$ cat src/sbp_pkg.sv
package sbp_pkg;

    typedef enum logic [6:0] {
        PH_TYPE    = 7'b0000001,
        PH_STRLEN  = 7'b0000010,
        PH_STRCHAR = 7'b0000100,
        PH_TERM    = 7'b0001000,
        PH_COUNT   = 7'b0010000,
        PH_MASK    = 7'b0100000,
        PH_TRAIL   = 7'b1000000
    } t_phase;

    localparam logic [2:0] FK_TYPE     = 3'd0;
    localparam logic [2:0] FK_STRLEN   = 3'd1;
    localparam logic [2:0] FK_STRCHAR  = 3'd2;
    localparam logic [2:0] FK_TERM     = 3'd3;
    localparam logic [2:0] FK_COUNT    = 3'd4;
    localparam logic [2:0] FK_MASK     = 3'd5;
    localparam logic [2:0] FK_TRAIL    = 3'd6;

    localparam logic [2:0] ST_OK          = 3'd0;
    localparam logic [2:0] ST_BAD_VERSION = 3'd1;
    localparam logic [2:0] ST_TRUNCATED   = 3'd2;
    localparam logic [2:0] ST_BAD_TERM    = 3'd3;
    localparam logic [2:0] ST_FLAG_CLEAR  = 3'd4;

    localparam logic       KIND_REQUEST  = 1'b0;
    localparam logic [3:0] MIN_LEN_REQ   = 4'd10;
    localparam logic [3:0] MIN_LEN_RESP  = 4'd2;
    localparam logic [3:0] SEEN_LIMIT    = 4'd10;
    localparam logic [7:0] COUNT_NO_MASK = 8'hff;

    typedef struct packed {
        logic [7:0] data_byte;
        logic       first_byte;
        logic       last_byte;
        logic [7:0] header_version;
    } t_item;

    typedef struct packed {
        logic [7:0] data_out;
        logic [2:0] field_kind;
        logic [1:0] string_index;
        logic       message_done;
        logic [2:0] status;
        logic       sender;
        logic       mask_present;
        logic [7:0] track_count;
    } t_result;

endpackage

$ cat src/sbp_in_if.sv
interface sbp_in_if;
    logic       valid;
    logic       ready;
    logic [7:0] data_byte;
    logic       first_byte;
    logic       last_byte;
    logic [7:0] header_version;

    modport source (output valid, input ready, output data_byte, output first_byte,
                    output last_byte, output header_version);
    modport sink (input valid, output ready, input data_byte, input first_byte,
                  input last_byte, input header_version);
endinterface

$ cat src/sbp_out_if.sv
interface sbp_out_if;
    logic       valid;
    logic       ready;
    logic [7:0] data_out;
    logic [2:0] field_kind;
    logic [1:0] string_index;
    logic       message_done;
    logic [2:0] status;
    logic       sender;
    logic       mask_present;
    logic [7:0] track_count;

    modport source (output valid, input ready, output data_out, output field_kind,
                    output string_index, output message_done, output status,
                    output sender, output mask_present, output track_count);
    modport sink (input valid, output ready, input data_out, input field_kind,
                  input string_index, input message_done, input status,
                  input sender, input mask_present, input track_count);
endinterface

$ cat src/sbp_parse.sv
module sbp_parse #(
    parameter int MASK_BYTES   = 32,
    parameter int STRING_COUNT = 4
) (
    input  logic             i_clk,
    input  logic             i_rst_n,
    input  logic             i_cfg_we,
    input  logic             i_cfg_data,
    input  logic             i_accept,
    input  sbp_pkg::t_item   i_item,
    output sbp_pkg::t_result o_result
);

    localparam int MPW = $clog2(MASK_BYTES + 1);
    localparam int SW  = (STRING_COUNT > 1) ? $clog2(STRING_COUNT) : 1;

    logic              r_message_kind;
    sbp_pkg::t_phase   r_phase, n_phase;
    logic [SW-1:0]     r_string_number, n_string_number;
    logic [7:0]        r_skip_left, n_skip_left;
    logic [MPW-1:0]    r_mask_position, n_mask_position;
    logic [3:0]        r_bytes_seen, n_bytes_seen;
    logic [2:0]        r_error_code, n_error_code;
    logic              r_sender_flag, n_sender_flag;
    logic [7:0]        r_bit_total, n_bit_total;
    logic              r_mask_flag, n_mask_flag;

    always_comb begin
        logic [7:0] d;
        logic [7:0] counted;
        logic [3:0] ones;
        logic [3:0] min_len;
        logic [2:0] kind;
        logic [1:0] sidx;
        logic [2:0] status;

        d = i_item.data_byte;
        kind = sbp_pkg::FK_TRAIL;
        sidx = 2'd0;
        status = sbp_pkg::ST_OK;
        ones = 4'd0;

        if (i_item.first_byte || r_phase == sbp_pkg::PH_TYPE) begin
            n_phase = sbp_pkg::PH_TYPE;
            n_string_number = '0;
            n_skip_left = 8'd0;
            n_mask_position = '0;
            n_bytes_seen = 4'd0;
            n_error_code = (i_item.header_version == 8'd0) ? sbp_pkg::ST_BAD_VERSION
                                                          : sbp_pkg::ST_OK;
            n_sender_flag = 1'b0;
            n_bit_total = 8'd0;
            n_mask_flag = 1'b0;
        end else begin
            n_phase = r_phase;
            n_string_number = r_string_number;
            n_skip_left = r_skip_left;
            n_mask_position = r_mask_position;
            n_bytes_seen = r_bytes_seen;
            n_error_code = r_error_code;
            n_sender_flag = r_sender_flag;
            n_bit_total = r_bit_total;
            n_mask_flag = r_mask_flag;
        end

        if (n_bytes_seen < sbp_pkg::SEEN_LIMIT) begin
            n_bytes_seen = n_bytes_seen + 4'd1;
        end

        // Bit 0 of the first mask byte is not counted.
        counted = {d[7:1], d[0] & (n_mask_position != '0)};
        for (int i = 0; i < 8; i++) begin
            ones = ones + 4'(counted[i]);
        end

        unique case (n_phase)
            sbp_pkg::PH_TYPE: begin
                kind = sbp_pkg::FK_TYPE;
                if (r_message_kind != sbp_pkg::KIND_REQUEST) begin
                    if (!d[0]) begin
                        if (n_error_code == sbp_pkg::ST_OK) begin
                            n_error_code = sbp_pkg::ST_FLAG_CLEAR;
                        end
                        n_phase = sbp_pkg::PH_TRAIL;
                    end else begin
                        n_phase = sbp_pkg::PH_COUNT;
                    end
                end else begin
                    n_sender_flag = d[0];
                    n_phase = sbp_pkg::PH_STRLEN;
                end
            end
            sbp_pkg::PH_STRLEN: begin
                kind = sbp_pkg::FK_STRLEN;
                sidx = 2'(n_string_number);
                n_skip_left = d;
                n_phase = (d == 8'd0) ? sbp_pkg::PH_TERM : sbp_pkg::PH_STRCHAR;
            end
            sbp_pkg::PH_STRCHAR: begin
                kind = sbp_pkg::FK_STRCHAR;
                sidx = 2'(n_string_number);
                n_skip_left = n_skip_left - 8'd1;
                if (n_skip_left == 8'd0) begin
                    n_phase = sbp_pkg::PH_TERM;
                end
            end
            sbp_pkg::PH_TERM: begin
                kind = sbp_pkg::FK_TERM;
                sidx = 2'(n_string_number);
                if (d != 8'd0) begin
                    if (n_error_code == sbp_pkg::ST_OK) begin
                        n_error_code = sbp_pkg::ST_BAD_TERM;
                    end
                    n_phase = sbp_pkg::PH_TRAIL;
                end else if (n_string_number == SW'(STRING_COUNT - 1)) begin
                    n_string_number = '0;
                    n_phase = sbp_pkg::PH_COUNT;
                end else begin
                    n_string_number = n_string_number + SW'(1);
                    n_phase = sbp_pkg::PH_STRLEN;
                end
            end
            sbp_pkg::PH_COUNT: begin
                kind = sbp_pkg::FK_COUNT;
                if (d == sbp_pkg::COUNT_NO_MASK) begin
                    n_phase = sbp_pkg::PH_TRAIL;
                end else begin
                    n_mask_flag = 1'b1;
                    n_mask_position = '0;
                    n_phase = sbp_pkg::PH_MASK;
                end
            end
            sbp_pkg::PH_MASK: begin
                kind = sbp_pkg::FK_MASK;
                n_bit_total = n_bit_total + 8'(ones);
                n_mask_position = n_mask_position + MPW'(1);
                if (n_mask_position == MPW'(MASK_BYTES)) begin
                    n_phase = sbp_pkg::PH_TRAIL;
                end
            end
            sbp_pkg::PH_TRAIL: begin
                kind = sbp_pkg::FK_TRAIL;
            end
            default: begin
                kind = sbp_pkg::FK_TRAIL;
                n_phase = sbp_pkg::PH_TRAIL;
            end
        endcase

        min_len = (r_message_kind != sbp_pkg::KIND_REQUEST) ? sbp_pkg::MIN_LEN_RESP
                                                           : sbp_pkg::MIN_LEN_REQ;
        if (i_item.last_byte) begin
            if (n_bytes_seen < min_len) begin
                status = sbp_pkg::ST_BAD_VERSION;
            end else if (n_error_code != sbp_pkg::ST_OK) begin
                status = n_error_code;
            end else if (n_phase != sbp_pkg::PH_TRAIL) begin
                status = sbp_pkg::ST_TRUNCATED;
            end else begin
                status = sbp_pkg::ST_OK;
            end
        end

        o_result.data_out = d;
        o_result.field_kind = kind;
        o_result.string_index = sidx;
        o_result.message_done = i_item.last_byte;
        o_result.status = status;
        o_result.sender = (r_message_kind != sbp_pkg::KIND_REQUEST) ? 1'b0 : n_sender_flag;
        o_result.mask_present = n_mask_flag;
        o_result.track_count = n_bit_total;

        // The next byte after the last one sees the type phase and clears the rest.
        if (i_item.last_byte) begin
            n_phase = sbp_pkg::PH_TYPE;
        end
    end

    always_ff @(posedge i_clk) begin
        if (!i_rst_n) begin
            r_message_kind <= sbp_pkg::KIND_REQUEST;
        end else if (i_cfg_we) begin
            r_message_kind <= i_cfg_data;
        end
    end

    always_ff @(posedge i_clk) begin
        if (!i_rst_n) begin
            r_phase <= sbp_pkg::PH_TYPE;
            r_string_number <= '0;
            r_skip_left <= 8'd0;
            r_mask_position <= '0;
            r_bytes_seen <= 4'd0;
            r_error_code <= sbp_pkg::ST_OK;
            r_sender_flag <= 1'b0;
            r_bit_total <= 8'd0;
            r_mask_flag <= 1'b0;
        end else if (i_accept) begin
            r_phase <= n_phase;
            r_string_number <= n_string_number;
            r_skip_left <= n_skip_left;
            r_mask_position <= n_mask_position;
            r_bytes_seen <= n_bytes_seen;
            r_error_code <= n_error_code;
            r_sender_flag <= n_sender_flag;
            r_bit_total <= n_bit_total;
            r_mask_flag <= n_mask_flag;
        end
    end

endmodule

$ cat src/sbp_skid.sv
module sbp_skid (
    input  logic             i_clk,
    input  logic             i_rst_n,
    input  logic             i_valid,
    output logic             o_ready,
    input  sbp_pkg::t_result i_data,
    output logic             o_valid,
    input  logic             i_ready,
    output sbp_pkg::t_result o_data
);

    logic             r_out_valid;
    logic             r_skid_valid;
    sbp_pkg::t_result r_out;
    sbp_pkg::t_result r_skid;
    logic             w_accept;
    logic             w_load;

    assign o_ready  = !r_skid_valid;
    assign w_accept = i_valid && !r_skid_valid;
    assign w_load   = !r_out_valid || i_ready;
    assign o_valid  = r_out_valid;
    assign o_data   = r_out;

    always_ff @(posedge i_clk) begin
        if (!i_rst_n) begin
            r_out_valid <= 1'b0;
            r_skid_valid <= 1'b0;
        end else if (w_load) begin
            r_out_valid <= r_skid_valid || w_accept;
            r_skid_valid <= 1'b0;
        end else if (w_accept) begin
            r_skid_valid <= 1'b1;
        end
    end

    always_ff @(posedge i_clk) begin
        if (w_load) begin
            r_out <= r_skid_valid ? r_skid : i_data;
        end else if (w_accept) begin
            r_skid <= i_data;
        end
    end

endmodule

$ cat src/stream_handshake_body_parser.sv
// Accepted results go to the output register, or to the skid entry on a stall.
// Throughput: one byte per cycle unless a sink stall fills the output buffer.
// A two-entry output buffer keeps input ready registered while the sink stalls.
// Reset is synchronous and active low: parsing waits for a type byte, the kind
// register selects request bodies, and the output buffer is empty.
module stream_handshake_body_parser #(
    parameter int MASK_BYTES   = 32,
    parameter int STRING_COUNT = 4
) (
    input  logic  i_clk,
    input  logic  i_rst_n,
    input  logic  i_cfg_we,
    input  logic  i_cfg_data,
    sbp_in_if.sink    i_in,
    sbp_out_if.source o_out
);

    logic             w_ready;
    logic             w_accept;
    sbp_pkg::t_item   w_item;
    sbp_pkg::t_result w_result;
    sbp_pkg::t_result w_out;

    assign i_in.ready = w_ready;
    assign w_accept   = i_in.valid && w_ready;

    assign w_item.data_byte      = i_in.data_byte;
    assign w_item.first_byte     = i_in.first_byte;
    assign w_item.last_byte      = i_in.last_byte;
    assign w_item.header_version = i_in.header_version;

    sbp_parse #(
        .MASK_BYTES   (MASK_BYTES),
        .STRING_COUNT (STRING_COUNT)
    ) u_parse (
        .i_clk      (i_clk),
        .i_rst_n    (i_rst_n),
        .i_cfg_we   (i_cfg_we),
        .i_cfg_data (i_cfg_data),
        .i_accept   (w_accept),
        .i_item     (w_item),
        .o_result   (w_result)
    );

    sbp_skid u_skid (
        .i_clk   (i_clk),
        .i_rst_n (i_rst_n),
        .i_valid (i_in.valid),
        .o_ready (w_ready),
        .i_data  (w_result),
        .o_valid (o_out.valid),
        .i_ready (o_out.ready),
        .o_data  (w_out)
    );

    assign o_out.data_out     = w_out.data_out;
    assign o_out.field_kind   = w_out.field_kind;
    assign o_out.string_index = w_out.string_index;
    assign o_out.message_done = w_out.message_done;
    assign o_out.status       = w_out.status;
    assign o_out.sender       = w_out.sender;
    assign o_out.mask_present = w_out.mask_present;
    assign o_out.track_count  = w_out.track_count;

`ifndef SYNTHESIS
    // After every accepted transaction the output holds a valid result in the next cycle.
    a_accept_to_valid: assert property (@(posedge i_clk) disable iff (!i_rst_n)
        w_accept |=> o_out.valid)
        else $error("accepted transaction did not reach the output register");

    // The input side only stalls when both buffer entries are occupied.
    a_stall_needs_full: assert property (@(posedge i_clk) disable iff (!i_rst_n)
        !w_ready |-> (o_out.valid && !$past(o_out.ready)))
        else $error("input stalled while the output register was free");

    // A status other than ok is only reported on the last byte of a message.
    a_status_on_done: assert property (@(posedge i_clk) disable iff (!i_rst_n)
        (o_out.valid && o_out.status != sbp_pkg::ST_OK) |-> o_out.message_done)
        else $error("status reported on a byte that does not end the message");

    // Only string bytes carry a string index.
    a_index_on_strings: assert property (@(posedge i_clk) disable iff (!i_rst_n)
        (o_out.valid && o_out.field_kind != sbp_pkg::FK_STRLEN
         && o_out.field_kind != sbp_pkg::FK_STRCHAR
         && o_out.field_kind != sbp_pkg::FK_TERM) |-> (o_out.string_index == 2'd0))
        else $error("string index set on a byte outside the strings");
`endif

endmodule
$ cat src/flat_wrapper.sv
// flat-port wrapper written by rule: the top's interface ports become plain ports
module stream_handshake_body_parser_flat 
#(
    parameter int MASK_BYTES   = 32,
    parameter int STRING_COUNT = 4
)
  (i_clk, i_rst_n, i_cfg_we, i_cfg_data, i_in_valid, i_in_ready, i_in_data_byte, i_in_first_byte, i_in_last_byte, i_in_header_version, o_out_valid, o_out_ready, o_out_data_out, o_out_field_kind, o_out_string_index, o_out_message_done, o_out_status, o_out_sender, o_out_mask_present, o_out_track_count);
  sbp_in_if i_in_i ();
  sbp_out_if o_out_i ();
  input  logic i_clk;
  input  logic i_rst_n;
  input  logic i_cfg_we;
  input  logic i_cfg_data;
  input wire logic [$bits(i_in_i.valid)-1:0] i_in_valid;
  output wire logic [$bits(i_in_i.ready)-1:0] i_in_ready;
  input wire logic [$bits(i_in_i.data_byte)-1:0] i_in_data_byte;
  input wire logic [$bits(i_in_i.first_byte)-1:0] i_in_first_byte;
  input wire logic [$bits(i_in_i.last_byte)-1:0] i_in_last_byte;
  input wire logic [$bits(i_in_i.header_version)-1:0] i_in_header_version;
  output wire logic [$bits(o_out_i.valid)-1:0] o_out_valid;
  input wire logic [$bits(o_out_i.ready)-1:0] o_out_ready;
  output wire logic [$bits(o_out_i.data_out)-1:0] o_out_data_out;
  output wire logic [$bits(o_out_i.field_kind)-1:0] o_out_field_kind;
  output wire logic [$bits(o_out_i.string_index)-1:0] o_out_string_index;
  output wire logic [$bits(o_out_i.message_done)-1:0] o_out_message_done;
  output wire logic [$bits(o_out_i.status)-1:0] o_out_status;
  output wire logic [$bits(o_out_i.sender)-1:0] o_out_sender;
  output wire logic [$bits(o_out_i.mask_present)-1:0] o_out_mask_present;
  output wire logic [$bits(o_out_i.track_count)-1:0] o_out_track_count;
  assign i_in_i.valid = i_in_valid;
  assign i_in_ready = i_in_i.ready;
  assign i_in_i.data_byte = i_in_data_byte;
  assign i_in_i.first_byte = i_in_first_byte;
  assign i_in_i.last_byte = i_in_last_byte;
  assign i_in_i.header_version = i_in_header_version;
  assign o_out_valid = o_out_i.valid;
  assign o_out_i.ready = o_out_ready;
  assign o_out_data_out = o_out_i.data_out;
  assign o_out_field_kind = o_out_i.field_kind;
  assign o_out_string_index = o_out_i.string_index;
  assign o_out_message_done = o_out_i.message_done;
  assign o_out_status = o_out_i.status;
  assign o_out_sender = o_out_i.sender;
  assign o_out_mask_present = o_out_i.mask_present;
  assign o_out_track_count = o_out_i.track_count;
  stream_handshake_body_parser #(.MASK_BYTES(MASK_BYTES), .STRING_COUNT(STRING_COUNT)) u_core (.i_clk(i_clk), .i_rst_n(i_rst_n), .i_cfg_we(i_cfg_we), .i_cfg_data(i_cfg_data), .i_in(i_in_i), .o_out(o_out_i));
endmodule
$ cat config.mk
export PLATFORM = sky130hd
export DESIGN_NAME = stream_handshake_body_parser_flat
export DESIGN_NICKNAME = d
export VERILOG_FILES = /design/src/sbp_pkg.sv /design/src/sbp_in_if.sv /design/src/sbp_out_if.sv /design/src/sbp_parse.sv /design/src/sbp_skid.sv /design/src/stream_handshake_body_parser.sv /design/src/flat_wrapper.sv
export SDC_FILE = /design/constraint.sdc
export NUM_CORES = 1
export LEC_CHECK = 0
export BUFFER_PORTS_ARGS = -buffer_cell sky130_fd_sc_hd__clkbuf_2
export CORE_MARGIN = 2
export CORE_UTILIZATION = 45
export CTS_CLUSTER_SIZE = 12
export DETAILED_ROUTE_END_ITERATION = 6
export PLACE_DENSITY_LB_ADDON = 0.2
export SYNTH_ARGS = -nofsm -noshare
export SYNTH_HDL_FRONTEND = slang
export SYNTH_SLANG_ARGS = --single-unit
$ cat constraint.sdc
create_clock -name i_clk -period 6.56 [get_ports i_clk]
set_input_delay 1.312 -clock i_clk [delete_from_list [all_inputs] [get_ports i_clk]]
set_output_delay 1.312 -clock i_clk [all_outputs]
set_load 0.01 [all_outputs]
==> impl_metrics.json <==
{
  "cts.repair_timing.setup_buffer_count": 0,
  "placed_cells": 711,
  "maximum_fanout_along_the_worst_path": 10,
  "setup_skew_ns": 0.004420,
  "initial_core_util_pct": 46.73,
  "postSynthCellCount": 541,
  "antenna_cells_inserted": 0,
  "worst_setup_path_start_kind": "primary input",
  "synth_async_reset_ratio_pct": 0,
  "synth.net_count": 583,
  "max_ir_drop_vdd_v": 0.0001320,
  "drtAntennaViolNets": 0,
  "die_w_um": 110.8,
  "slowest_stage": "sky130_fd_sc_hd__fa_1",
  "clkSinkCount": 97,
  "period_minus_slack_ns": 5.135,
  "pin_count": 53,
  "post_synth_edffs": 54,
  "fp-row-count": 38,
  "part_of_the_cycle_the_worst_path_needs_pct": 78.28,
  "ys_dominant_reg_cell": "sky130_fd_sc_hd__edfxtp_1",
  "postLayoutCellArea_mm2": 0.005791,
  "total_neg_setup_slack_ns": 0,
  "drive_above_1_share_pct": 16.35,
  "worst_skew_pair.late_latency_ns": 0.34,
  "slowest_delay_ns": 0.51,
  "yosys_warnings": 0,
  "syn_area_per_cell_um2": 9.487,
  "worst-endpoint-arrival_ns": 5.39,
  "buffer_ports.inserted": 52,
  "post_cts.resized_instances": 0,
  "postCtsHoldBufs": 0,
  "htree_num_levels": 3,
  "netlist_area_before_placement_mm2": 0.005132,
  "max_freq_mhz": 194.7,
  "grt_pass1_vias": 4027,
  "dp_hpwl_mm": 8.586,
  "holdCritPathClass": "reg2reg",
  "worst_slew_pin_slew_ns": 1.184,
  "power.total_w": 0.001317,
  "max-clock-path-buffers": 2,
  "placeableCoreArea_mm2": 0.01098,
  "timing_hold_violations_final": 0,
  "antenna_found_initial": 0,
  "wl_per_cell_um": 17.33,
  "status": "finished, final reports clean",
  "grt_pass1_wl_mm": 20.48,
  "number_of_design_rule_violations_left_by_the_first_detailed_router_iteration": 302,
  "worst_path_most_repeated_cell": "sky130_fd_sc_hd__fa_1",
  "max-slew-margin-rel_pct": 21.00,
  "vertical_die_dimension_um": 110.8,
  "critical_path.cell_chain": "clkbuf_2 > a21oi_2 > nand2_1 > ha_1 > o21ai_0 > nand2_1 > fa_1 > fa_1 > fa_1 > fa_1 > nor2b_1 > o21ai_0 > a211o_1 > xor2_1 > or3_1 > a21oi_1",
  "drt_pre_antenna_iters": 5,
  "critPathBufInv": 1,
  "drt_wl_total_mm": 12.60,
  "grt_overflow": 0,
  "cts-buffers-inserted": 9,
  "netlist_top_cells_area": "sky130_fd_sc_hd__edfxtp_1 (32%), sky130_fd_sc_hd__dfxtp_1 (17%), sky130_fd_sc_hd__nand2_1 (4.4%)",
  "grt_setup_unrepaired": "no",
  "route.vias.total": 4208,
  "finish.net_count": 624,
  "synth_area_leader_cell": "sky130_fd_sc_hd__edfxtp_1",
  "synth_largest_type_area_fraction_pct": 31.59,
  "hold_ws_ns": 0.4910,
  "report.final.slew_viol_count": 0,
  "synth_seq_area_share_pct": 48.37,
  "area_growth_syn_to_fin_pct": 12.82,
  "globalplace.congestion": 0.8737,
  "instances_no_fill": 727,
  "path_class": "in2reg",
  "p_leak_nw": 2.257,
  "postSynthRegisterBits": 97,
  "detail_route.drc_violations": 0,
  "grt_max_degree": 34,
  "max-cap-violations": 0,
  "p_per_area_mw_per_mm2": 227.4,
  "synth.lib_cells_used.distinct": 53,
  "setup.worst_path.end_class": "flip-flop",
  "grtUsageTotal_pct": 20.66,
  "critical_path_required_ns": 6.82,
  "detail_route.vias_per_cell": 5.788,
  "dpl_cell_area_mm2": 0.005525,
  "cts_tree": "yes",
  "path_clk_slew_ns": 0.07,
  "ctsRootBufferMaster": "sky130_fd_sc_hd__clkbuf_16",
  "critical_path.top_delay_family": "adder cells",
  "setup_viol_count_final": 0,
  "die_area_mm2": 0.01228
}
==> report_power, final <==
group | switching [W] | internal, W | leakage, nW
Combinational | 0.000100 | 0.0000571 | 1.25
Clock | 0.000226 | 0.000256 | 0.123
Sequential | 0.0000128 | 0.000665 | 0.883
Total | 0.000339 | 0.000978 | 2.26
==> stage by stage <==
stage,setup slack (ns),utilization (%)
4_1_cts,1.446,52.72
5_1_grt,1.225,52.72
3_5_place_dp,1.109,50.31
6_report,1.425,52.72
2_1_floorplan,0.9866,-
3_3_place_gp,1.236,50.31
==> cells in the mapped netlist, types with 10 or more instances <==
master	number
sky130_fd_sc_hd__a21oi_1	39
sky130_fd_sc_hd__and2_1	13
sky130_fd_sc_hd__clkbuf_1	28
sky130_fd_sc_hd__dfxtp_1	43
sky130_fd_sc_hd__edfxtp_1	54
sky130_fd_sc_hd__ha_1	13
sky130_fd_sc_hd__inv_1	22
sky130_fd_sc_hd__mux2_2	15
sky130_fd_sc_hd__nand2_1	60
sky130_fd_sc_hd__nand3_1	15
sky130_fd_sc_hd__nor2_1	47
sky130_fd_sc_hd__nor3_1	17
sky130_fd_sc_hd__nor4_1	10
sky130_fd_sc_hd__o21ai_0	37
==> worst register-to-register path: cells and delay by family, from the launching register on <==
family | cells | cell delay (ns)
compound gates | 5 | 1.01
buf+inv | 1 | 0.18
fa+ha+maj | 5 | 2.04
simple gates | 5 | 0.82
xor+xnor | 1 | 0.16
flops | 1 | 0.61
==> cell type report <==
type	instances	area [um2]
clock inverter	5	32.53
multi-input combinational	391	2457
fill	1001	5192
sequential	97	2482
tap	140	175.2
timing repair buffer	61	327.8
inverter	22	82.58
clock buffer	11	232.7
==> flip-flops by register name, summed over array words and instances (netlist names), 3 cells and up <==
name / cells
u_core.u_parse.r_mask_position: 6
u_core.u_parse.r_bit_total: 8
u_core.u_parse.r_error_code: 3
u_core.u_parse.r_bytes_seen: 4
u_core.u_parse.r_skip_left: 8
u_core.u_skid.r_skid: 27
u_core.u_skid.o_data: 27
u_core.u_parse.r_phase: 7
==> worst paths after layout <==
path / end / slack, ns / cells after the start / from
min: u_core.u_parse.r_bit_total[7] / 0.49 / 2 / u_core.u_parse.r_bit_total[7]
max reg2reg: u_core.u_parse.r_bit_total[6] / 1.68 / 17 / u_core.u_parse.r_phase[1]
min reg2reg: u_core.u_parse.r_bit_total[7] / 0.49 / 2 / u_core.u_parse.r_bit_total[7]
max: u_core.u_parse.r_bit_total[6] / 1.42 / 16 / i_in_first_byte
==> cell usage in the layout (no fill, tap or decap), drive strengths merged, types with 15 or more instances in the layout <==
master / count
mux2: 15
clkbuf: 63
o21ai: 37
edfxtp: 54
nand3: 15
nor3: 17
nor2: 47
nand2: 60
a21oi: 39
inv: 22
dfxtp: 43
==> logic make-up (layout without fill, tap and decap cells) <==
group	Yosys count	count (layout)	share of synthesized area, %
buffers and inverters	53	99	3.925
flip-flops	97	97	48.37
XOR/XNOR	13	13	2.218
AND/OR/NAND/NOR	206	206	19.72
AO/OA/AOI/OAI	137	137	16.97
adder cells (fa/ha/maj)	18	18	5.120
multiplexers	17	17	3.681
==> routing by layer <==
| layer | up-vias | part of all wire (%) | track usage [%] |
|---|---|---|---|
| met5 | - | 0 | 0 |
| met4 | 0 | 1.4 | 6.333 |
| met3 | 18 | 4.7 | 3.827 |
| met2 | 118 | 49 | 35.26 |
| met1 | 2024 | 45 | 26.71 |
| li1 | 2048 | - | - |
No activity file was read; power rests on OpenSTA's default activity.
